<file path="config.mk">
export PLATFORM = sky130hd
export DESIGN_NAME = npc_ctrl
export DESIGN_NICKNAME = d
export VERILOG_FILES = /design/src/hdl/npc_pkg.sv /design/src/hdl/npc_ctrl.sv
export SDC_FILE = /design/constraint.sdc
export NUM_CORES = 1
export LEC_CHECK = 0
export BUFFER_PORTS_ARGS = -buffer_cell sky130_fd_sc_hd__buf_2
export CORE_AREA = 4 4 41 43
export DETAILED_ROUTE_END_ITERATION = 12
export DIE_AREA = 0 0 45 47
export PLACE_DENSITY = 0.52
export REMOVE_ABC_BUFFERS = 1
export SLEW_MARGIN = 20
export SYNTH_ARGS = -nofsm -noshare
export SYNTH_HDL_FRONTEND = slang
export SYNTH_SLANG_ARGS = --single-unit
export TNS_END_PERCENT = 100
</file>
<file path="constraint.sdc">
create_clock -name clk_i -period 2.2 [get_ports clk_i]
set_input_delay 0.44 -clock clk_i [delete_from_list [all_inputs] [get_ports clk_i]]
set_output_delay 0.44 -clock clk_i [all_outputs]
set_load 0.01 [all_outputs]
</file>
<file path="src/hdl/npc_pkg.sv">
// Shared types and constants for the nearest palette color block.
// No dependencies; imported by npc_ctrl, npc_dpath and the top level.
`default_nettype none

package npc_pkg;

  // Default palette depth
  localparam int unsigned ENTRIES_DEF = 256;

  // Field widths
  localparam int unsigned COLOR_W = 8;
  localparam int unsigned INDEX_W = 8;
  localparam int unsigned DIST_W  = 18;
  localparam int unsigned MIN_W   = 24;
  localparam int unsigned SQ_W    = 2 * COLOR_W;

  // Running minimum starts above any real distance
  localparam logic [MIN_W-1:0] START_MIN = 24'h800000;

  // Item function codes
  localparam logic FUNC_WRITE = 1'b0;
  localparam logic FUNC_QUERY = 1'b1;

  // Controller to datapath commands
  typedef struct packed {
    logic clr_en;     // write zero at the sweep counter, advance
    logic wr_item;    // store the incoming palette entry
    logic scan_init;  // capture query color, restart counter and minimum
    logic scan_en;    // read one entry, advance
    logic out_load;   // move the final minimum into the output register
  } cmd_t;

  // Datapath to controller status
  typedef struct packed {
    logic cnt_last;   // counter sits on the last entry
    logic pipe_busy;  // a read or a distance is still in flight
  } sts_t;

endpackage

`default_nettype wire

</file>
<file path="src/hdl/npc_ctrl.sv">
// Controller for the nearest palette color block: clear sweep, item
// handshake, scan sequencing and output register valid. Uses npc_pkg.
`default_nettype none

module npc_ctrl (
  input  wire logic          clk_i,
  input  wire logic          rst_ni,
  input  wire logic          in_valid_i,
  input  wire logic          func_i,
  output logic               in_ready_o,
  output logic               out_valid_o,
  input  wire logic          out_ready_i,
  input  wire npc_pkg::sts_t sts_i,
  output npc_pkg::cmd_t      cmd_o
);
  import npc_pkg::*;

  typedef enum logic [1:0] {
    ST_CLEAR,
    ST_IDLE,
    ST_SCAN,
    ST_DRAIN
  } state_e;

  state_e state_q, state_d;
  logic   out_valid_q, out_valid_d;
  logic   accept;

  assign accept     = in_valid_i && (state_q == ST_IDLE);
  assign in_ready_o = (state_q == ST_IDLE);
  assign out_valid_o = out_valid_q;

  // Commands decoded from state
  always_comb begin
    cmd_o           = '0;
    cmd_o.clr_en    = (state_q == ST_CLEAR);
    cmd_o.wr_item   = accept && (func_i == FUNC_WRITE);
    cmd_o.scan_init = accept && (func_i == FUNC_QUERY);
    cmd_o.scan_en   = (state_q == ST_SCAN);
    cmd_o.out_load  = (state_q == ST_DRAIN) && !sts_i.pipe_busy &&
                      (!out_valid_q || out_ready_i);
  end

  // Next state
  always_comb begin
    state_d = state_q;
    unique case (state_q)
      ST_CLEAR: if (sts_i.cnt_last) state_d = ST_IDLE;
      ST_IDLE:  if (cmd_o.scan_init) state_d = ST_SCAN;
      ST_SCAN:  if (sts_i.cnt_last) state_d = ST_DRAIN;
      ST_DRAIN: if (cmd_o.out_load) state_d = ST_IDLE;
      default:  state_d = ST_CLEAR;
    endcase
  end

  // Output beat held until taken
  always_comb begin
    out_valid_d = out_valid_q;
    if (cmd_o.out_load) begin
      out_valid_d = 1'b1;
    end else if (out_ready_i) begin
      out_valid_d = 1'b0;
    end
  end

  always_ff @(posedge clk_i or negedge rst_ni) begin
    if (!rst_ni) begin
      state_q     <= ST_CLEAR;
      out_valid_q <= 1'b0;
    end else begin
      state_q     <= state_d;
      out_valid_q <= out_valid_d;
    end
  end

endmodule

`default_nettype wire

</file>
-- Word level (Yosys, flattened, before mapping)
Cells that the tools add are included.
- register bits after elaboration: 3
- input port bits: 7
- reduce and logical (&&, ||, !) cells: 11
- mux-type cells: 7
- equality and inequality tests: 7
- bitwise gates (word level): 1
- operators with widths (operator ; count):
    $mux 2 ; 4
    $pmux 2 s4 ; 1
    $ne 2x2->1 const B ; 3
    $logic_and 1x1->1 ; 5
    $eq 2x2->1 const B ; 2
    $reduce_and 4->1 ; 1
    $eq 2x1->1 const B ; 1
    $logic_not 1->1 ; 2
    $logic_not 2->1 ; 1
    $mux 1 ; 2
    $ne 2x1->1 const B ; 1
    $reduce_bool 2->1 ; 1
    $logic_or 1x1->1 ; 1
    $not 1->1 ; 1

-- Depth between registers and ports, before layout
Gate-level depths: netlist of the first run.
- word-level depth: 5
- depth in mapped cells: 5
- mapped depth without buffers: 5

-- Worst setup path after synthesis of the first run
Ideal clock, no wire load.
- kind: reg-to-output
- start point: register state_q[1]
- end point: output port cmd_o[3] (netlist bit)
- stages on the path, launching flop included: 5
- required time: 1.760 ns
- path slack: 0.818 ns
- arrival: 0.942 ns
- path through: dfrtp_1 inv_1 ha_1 nand2_1 nor2_1
- RTL lines (element ; RTL line ; RTL):
    start, declared ; npc_ctrl.sv:25 ; state_e state_q, state_d;
    start signal, assigned ; npc_ctrl.sv:71 ; state_q <= state_d;
    end, declared ; npc_ctrl.sv:14 ; output npc_pkg::cmd_t cmd_o

==> results.py, run 1 <==
metrics = {
    "route": {
        "avgViaCountPerCell": 3.67,
        "routed_wl_um": 494,
        "initialDrtViolationCount": 1,
        "firstDrtPassIters": 2,
        "vias": 209,
        "antenna_left": 0,
        "drc": 0,
        "wire_per_inst_um": 8.67,
    },
    "power": {
        "finalPower_mw": 0.479,
        "p_leak_nw": 0.214,
        "vdd_ir_drop_max_mv": 0.534,
        "power_density_mw_per_mm2": 1310,
    },
    "place": {
        "gp_congestion": 0.655,
        "port_buffers": 13,
        "place_area_um2": 330,
    },
    "floorplan": {
        "die-area_mm2": 0.00212,
        "die_w_um": 45,
        "rows": 13,
        "fp.coreArea_mm2": 0.00130,
        "die_height_um": 47,
        "start_util_pct": 19.5,
        "ios": 14,
    },
    "worst_setup_path": {
        "arrival_ps": 1220,
        "rr_worst_depth": 5,
        "crit_family": "flip-flops",
        "crit_fanout": 4,
        "startpoint_type": "register",
        "cp_data_required_time_ps": 1760,
        "r2r-start": "state_q[0]$_DFFE_PN0P_",
        "cpPeakStageDelay_ps": 410,
        "r2r-end": "state_q[1]$_DFFE_PN0P_",
        "path_cells": "inv_1 -> ha_1 -> and3_1 -> buf_2",
        "path_buf_inv": 2,
        "critPathSlowestCell": "dfrtp_1",
        "r2r_slack_ps": 810,
        "critPathKind": "register to output port",
        "endpoint_kind": "output port",
    },
    "grt": {
        "grt_max_degree": 5,
        "grt_pass1_wl_um": 841,
        "globalRouteOverflowTotal": 0,
        "antenna_found_initial": 0,
        "grt_pass1_vias": 216,
        "grt_use_total_pct": 6.41,
    },
    "layout": {
        "multi_input_comb_area_um2": 164,
        "fin_area_um2": 367,
        "drive_above_1_share_pct": 47.6,
        "nets": 55,
        "syn_to_final_growth_pct": 44.3,
        "layout_common_cells": "buf_2 (13), ha_1 (5)",
        "regArea_um2": 75.1,
        "final_common_cell": "buf_2",
        "fillCellCount": 143,
        "n_antenna_cell": 0,
    },
    "yosys": {
        "syn-cell-area_um2": 254,
        "synthCells": 25,
        "synth_cell_types": 13,
        "ys_warn_count": 0,
        "synth_seq_cells": 3,
        "ys_seq_area_share_pct": 29.6,
        "syn_avg_cell_area_um2": 10.2,
    },
    "min_path": {
        "hold_end": "out_valid_o$_DFFE_PN0P_",
        "min_from": "sts_i[0]",
        "worstHoldPathType": "input port to register",
        "hold-path-cell-count": 3,
    },
    "timing": {
        "setup_viol": 0,
        "finalSetupTns_ps": 0,
        "fin_crit_ps": 1660,
        "tightest_slew_ps": 204,
        "max_freq_mhz": 602,
        "hold_viol": 0,
        "fin_skew_ps": 0.187,
        "rsz0062_at_grt": "no",
        "relSlewSlack_pct": 86.4,
        "finalMaxSlewViolations": 0,
        "period_share_pct": 75.5,
    },
    "clock_network": {
        "root_buffer": "clkbuf_4",
        "htreeDepth": 1,
        "post_cts.repair.setup_buffers": 0,
        "cts_tree": "done",
        "clockBufferDepth": 2,
        "clk_latency_ps": 230,
        "clk_pin_slew_ps": 40,
        "cts_buffers": 3,
        "clkSinkCount": 3,
    },
    "job": {
        "maxCapViolations": 0,
    },
    "outcome": {
        "status": "completed",
    },
}
worst max-delay path by stage:
| stage | depth (start not counted) | startpoint | slack [ps] | to |
|---|---|---|---|---|
| 4_1_cts | 4 | state_q[1]$_DFFE_PN0P_ | 510 | cmd_o[2] |
| 3_5_place_dp | 4 | state_q[1]$_DFFE_PN0P_ | 760 | cmd_o[2] |
| 6_report | 4 | state_q[1]$_DFFE_PN0P_ | 540 | cmd_o[2] |
| 3_3_place_gp | 4 | state_q[1]$_DFFE_PN0P_ | 790 | cmd_o[2] |
| 2_1_floorplan | 4 | state_q[1]$_DFFE_PN0P_ | 820 | cmd_o[3] |
| 5_1_grt | 5 | state_q[1]$_DFFE_PN0P_ | 380 | cmd_o[3] |
cells by family after synthesis:
group	share of synthesized area, %
mux	9.85
buf+inv	5.91
simple gates	21.7
fa+ha+maj	24.6
compound gates	8.37
flops	29.6
through the flow:
| stage | worst slack (ps) | hold slack (ps) | util, % | std cells |
|---|---|---|---|---|
| final | 538 | 518 | 28.2 | 57 |
| after detailed placement | 763 | 236 | 25.4 | 52 |
| after global routing | 379 | 521 | 28.2 | 57 |
| after global placement | 792 | 237 | 25.4 | 52 |
| after CTS | 508 | 512 | 28.2 | 57 |
| after floorplan | 818 | 144 | - | 24 |
worst register-to-register path: stages, from the launching register on:
cell and delay, ps:
dfrtp_1 400, inv_1 90, ha_1 210, nor2_1 130, o211ai_2 120, mux2_4 320
flip-flops by register name, indices dropped and copies added, names as in the netlist:
| signal | cells |
|---|---|
| state_q | 2 |
| out_valid_o | 1 |
timing repair:
item / 4_1_cts / 5_1_grt
hold endpoints to repair: 3 / 0
endpoints found under the setup margin: 0 / 0
hold buffers: 1 / 0
gates resized for setup: 0 / 0
cell usage after synthesis:
cell type | instances | share of area, %
nor2_1 | 3 | 4.4
buf_4 | 1 | 3.0
ha_1 | 5 | 25
inv_1 | 2 | 3.0
nand2b_1 | 2 | 4.9
mux2i_1 | 1 | 3.9
o211ai_2 | 1 | 4.9
dfrtp_1 | 3 | 30
nor2b_4 | 1 | 5.4
and3_1 | 1 | 2.5
nand2_1 | 3 | 4.4
mux2_4 | 1 | 5.9
o21ai_2 | 1 | 3.4
layout make-up:
class / instances / area share, %
well taps: 15 / 5.12
clock buffers: 4 / 7.17
inverters: 2 / 2.05
repair buffers: 14 / 20.5
multi-input cells: 19 / 44.7
flip-flops and latches: 3 / 20.5
routing by layer:
metal / GRT usage, % / up-vias / share of wire [%]
li1: - / 115 / -
met1: 6.41 / 82 / 44
met2: 7.91 / 12 / 43
met3: 3.83 / 0 / 13
met4: 8.77 / 0 / 0
met5: 0 / - / 0
power breakdown:
part | switching [mW] | internal, mW | total [mW]
clock | 0.0281 | 0.0679 | 0.0960
sequential | 0.0265 | 0.0842 | 0.111
combinational | 0.135 | 0.138 | 0.273
(Power assumes the default switching activity.)
==> run 2, diff against run 1 <==
ABC_AREA = 1   (was not set)
PLACE_DENSITY = 0.55   (was 0.52)
clock period = 1.5 ns   (was 2.2 ns; I/O delays follow)
==> run 2 against run 1 <==
Compared with the run above:
- die area is the same
- critical path depth grew 1
- cell count grew 25%
- clock skew grew 2.2 ps
- worst setup slack lost 520 ps
- critical path type unchanged
- critical endpoint is now cmd_o[3]
- largest power group unchanged
- highest routed layer unchanged
==> results.py, run 2 <==
metrics = {
    "clock_network": {
        "clkSinkCount": 3,
        "clockBufferDepth": 2,
        "cts_tree": "done",
        "root_buffer": "clkbuf_4",
        "cts_buffers": 3,
        "htreeDepth": 1,
        "clk_latency_ps": 230,
        "clk_pin_slew_ps": 40,
    },
    "timing": {
        "finalSetupTns_ps": 0,
        "period_share_pct": 99.0,
        "setup_viol": 0,
        "fin_crit_ps": 1490,
        "hold_viol": 0,
        "finalMaxSlewViolations": 0,
        "relSlewSlack_pct": 80.7,
        "tightest_slew_ps": 288,
        "fin_skew_ps": 2.43,
        "rsz0062_at_grt": "yes",
        "max_freq_mhz": 673,
    },
    "yosys": {
        "synthCells": 34,
        "yosys-top-cells-count": "inv_1 (9), nand2_1 (6), ha_1 (5)",
        "ys_seq_area_share_pct": 27.9,
        "syn-cell-area_um2": 269,
        "synth_top_cell_area_share_pct": 27.9,
        "yosysMostFrequentCell": "inv_1",
        "synth_cell_types": 12,
        "synth_seq_cells": 3,
        "syn_avg_cell_area_um2": 7.91,
        "synthFlopType": "dfrtp_1",
        "yosysTopAreaCell": "dfrtp_1",
        "async_reset_ff_share_pct": 100,
        "ys_warn_count": 0,
        "synth-edff-count": 0,
        "synth_area_leaders": "dfrtp_1 (28%), ha_1 (23%), inv_1 (13%)",
    },
    "place": {
        "gp_congestion": 0.606,
        "placed_cells": 61,
        "port_buffers": 13,
        "place_area_um2": 345,
        "hpwlAfterDp_um": 448,
    },
    "grt": {
        "grt_pass1_vias": 248,
        "globalRouteOverflowTotal": 0,
        "grt_pass1_wl_um": 986,
        "antenna_found_initial": 0,
        "grt_use_total_pct": 7.13,
        "grt_max_degree": 5,
    },
    "route": {
        "top_layer": "met3",
        "wire_per_inst_um": 8.86,
        "avgViaCountPerCell": 4.00,
        "firstDrtPassIters": 2,
        "wl_met2_um": 327,
        "vias": 284,
        "antenna_left": 0,
        "wl_met1_um": 258,
        "drc": 0,
        "routed_wl_um": 629,
        "wl_met3_um": 43,
        "initialDrtViolationCount": 3,
    },
    "worst_setup_path": {
        "r2r-end": "state_q[0]$_DFFE_PN0P_",
        "critPathKind": "register to output port",
        "path_cells": "inv_2 -> ha_4 -> inv_2 -> nor3_2 -> buf_2",
        "path_buf_inv": 3,
        "critPathSlowestCell": "dfrtp_1",
        "r2r-start": "state_q[1]$_DFFE_PN0P_",
        "endpoint_kind": "output port",
        "startpoint_type": "register",
        "cp_data_required_time_ps": 1200,
        "crit_fanout": 3,
        "rr_worst_depth": 7,
        "cpPeakStageDelay_ps": 410,
        "crit_family": "flip-flops",
        "crit_top_cell": "inv_2",
        "arrival_ps": 1190,
        "r2r_slack_ps": 120,
    },
    "layout": {
        "n_antenna_cell": 0,
        "fin_util_pct": 37.9,
        "regMostFlops": "state_q",
        "syn_to_final_growth_pct": 83.3,
        "final_common_cell": "buf_2",
        "layout_common_cells": "buf_2 (11), nand2_1 (6), inv_1 (5), buf_4 (5)",
        "final_cells": 71,
        "nets": 69,
        "fin_area_um2": 493,
        "drive_above_1_share_pct": 66.1,
        "largest_reg_flops": 2,
    },
    "floorplan": {
        "die-area_mm2": 0.00212,
        "ios": 14,
        "die_w_um": 45,
        "die_height_um": 47,
        "fp.coreArea_mm2": 0.00130,
        "start_util_pct": 20.7,
        "rows": 13,
    },
    "min_path": {
        "min_from": "sts_i[0]",
        "hold_end": "out_valid_o$_DFFE_PN0P_",
        "hold-path-cell-count": 4,
        "worstHoldPathType": "input port to register",
    },
    "job": {
        "maxCapViolations": 0,
    },
    "outcome": {
        "status": "completed",
    },
    "power": {
        "p_leak_nw": 0.267,
        "vdd_ir_drop_max_mv": 0.475,
        "power_density_mw_per_mm2": 1970,
    },
}
-- run 2: cell count changes in the layout (fill, tap and decap cells not counted), sizes merged --
cell and delta:
inv +7, nor2b -1, buf +5, o21bai +1
nor2 -2, nand4 +2, nand3 +1, mux2i -1
nor3 +2, mux2 -1, o211ai -1, and3 -1
nand2b -2, nand2 +5
-- run 2: cells by family after synthesis --
group / synth area share (%)
flip-flops: 27.9
AO/OA/AOI/OAI: 6.05
AND/OR/NAND/NOR: 27.4
buffers and inverters: 15.3
adder cells (fa/ha/maj): 23.3
-- run 2: worst register-to-register path: stages (launching register included) --
cell,delay (ps)
dfrtp_1,400
inv_2,80
buf_4,150
ha_4,150
o21bai_1,270
nand3_2,110
nand2_1,60
nand2_1,40
-- run 2: per-layer routing --
| metal | track usage (%) | up-vias |
|---|---|---|
| li1 | - | 147 |
| met1 | 7.09 | 131 |
| met2 | 10.7 | 6 |
| met3 | 4.60 | 0 |
| met4 | 5.26 | 0 |
| met5 | 0 | - |
-- run 2: stage by stage --
stage / hold WS (ps) / power, mW / setup WS (ps)
floorplan: 4.41 / 0.455 / 95.9
global placement: 97.4 / 0.566 / 98.7
detailed placement: 97.6 / 0.571 / 106
CTS: 355 / 0.863 / -13.0
global route: 370 / 1.09 / -76.6
finish: 357 / 0.971 / 14.6
-- run 2: layout make-up --
class	count	area, µm²
Multi-Input combinational cell	21	213
Inverter	9	33.8
Fill cell	137	808
Tap cell	15	18.8
Timing Repair Buffer	19	125
Sequential cell	3	76.3
Clock buffer	4	26.3
-- run 2: how the worst max path moves through the flow --
stage,startpoint,end,slack [ps],depth (start not counted)
6_report,state_q[1]$_DFFE_PN0P_,cmd_o[3],10,5
5_1_grt,state_q[1]$_DFFE_PN0P_,cmd_o[3],-80,5
4_1_cts,state_q[0]$_DFFE_PN0P_,cmd_o[0],-10,6
3_5_place_dp,state_q[1]$_DFFE_PN0P_,cmd_o[2],110,5
3_3_place_gp,state_q[1]$_DFFE_PN0P_,cmd_o[2],100,5
2_1_floorplan,state_q[1]$_DFFE_PN0P_,cmd_o[2],100,4
-- run 2: timing repair --
action | in CTS | in global routing
endpoints found under the hold margin | 3 | 0
setup endpoints to repair | 3 | 5
buffers inserted | 5 | 0
hold buffers | 1 | 0
resized for setup | 8 | 9
pin swaps | 2 | 4
-- run 2: report_power, final --
part           switching, mW  internal, mW  total [mW]
sequential            0.0555         0.126       0.181
combinational          0.319         0.332       0.651
clock                 0.0391        0.0995       0.139
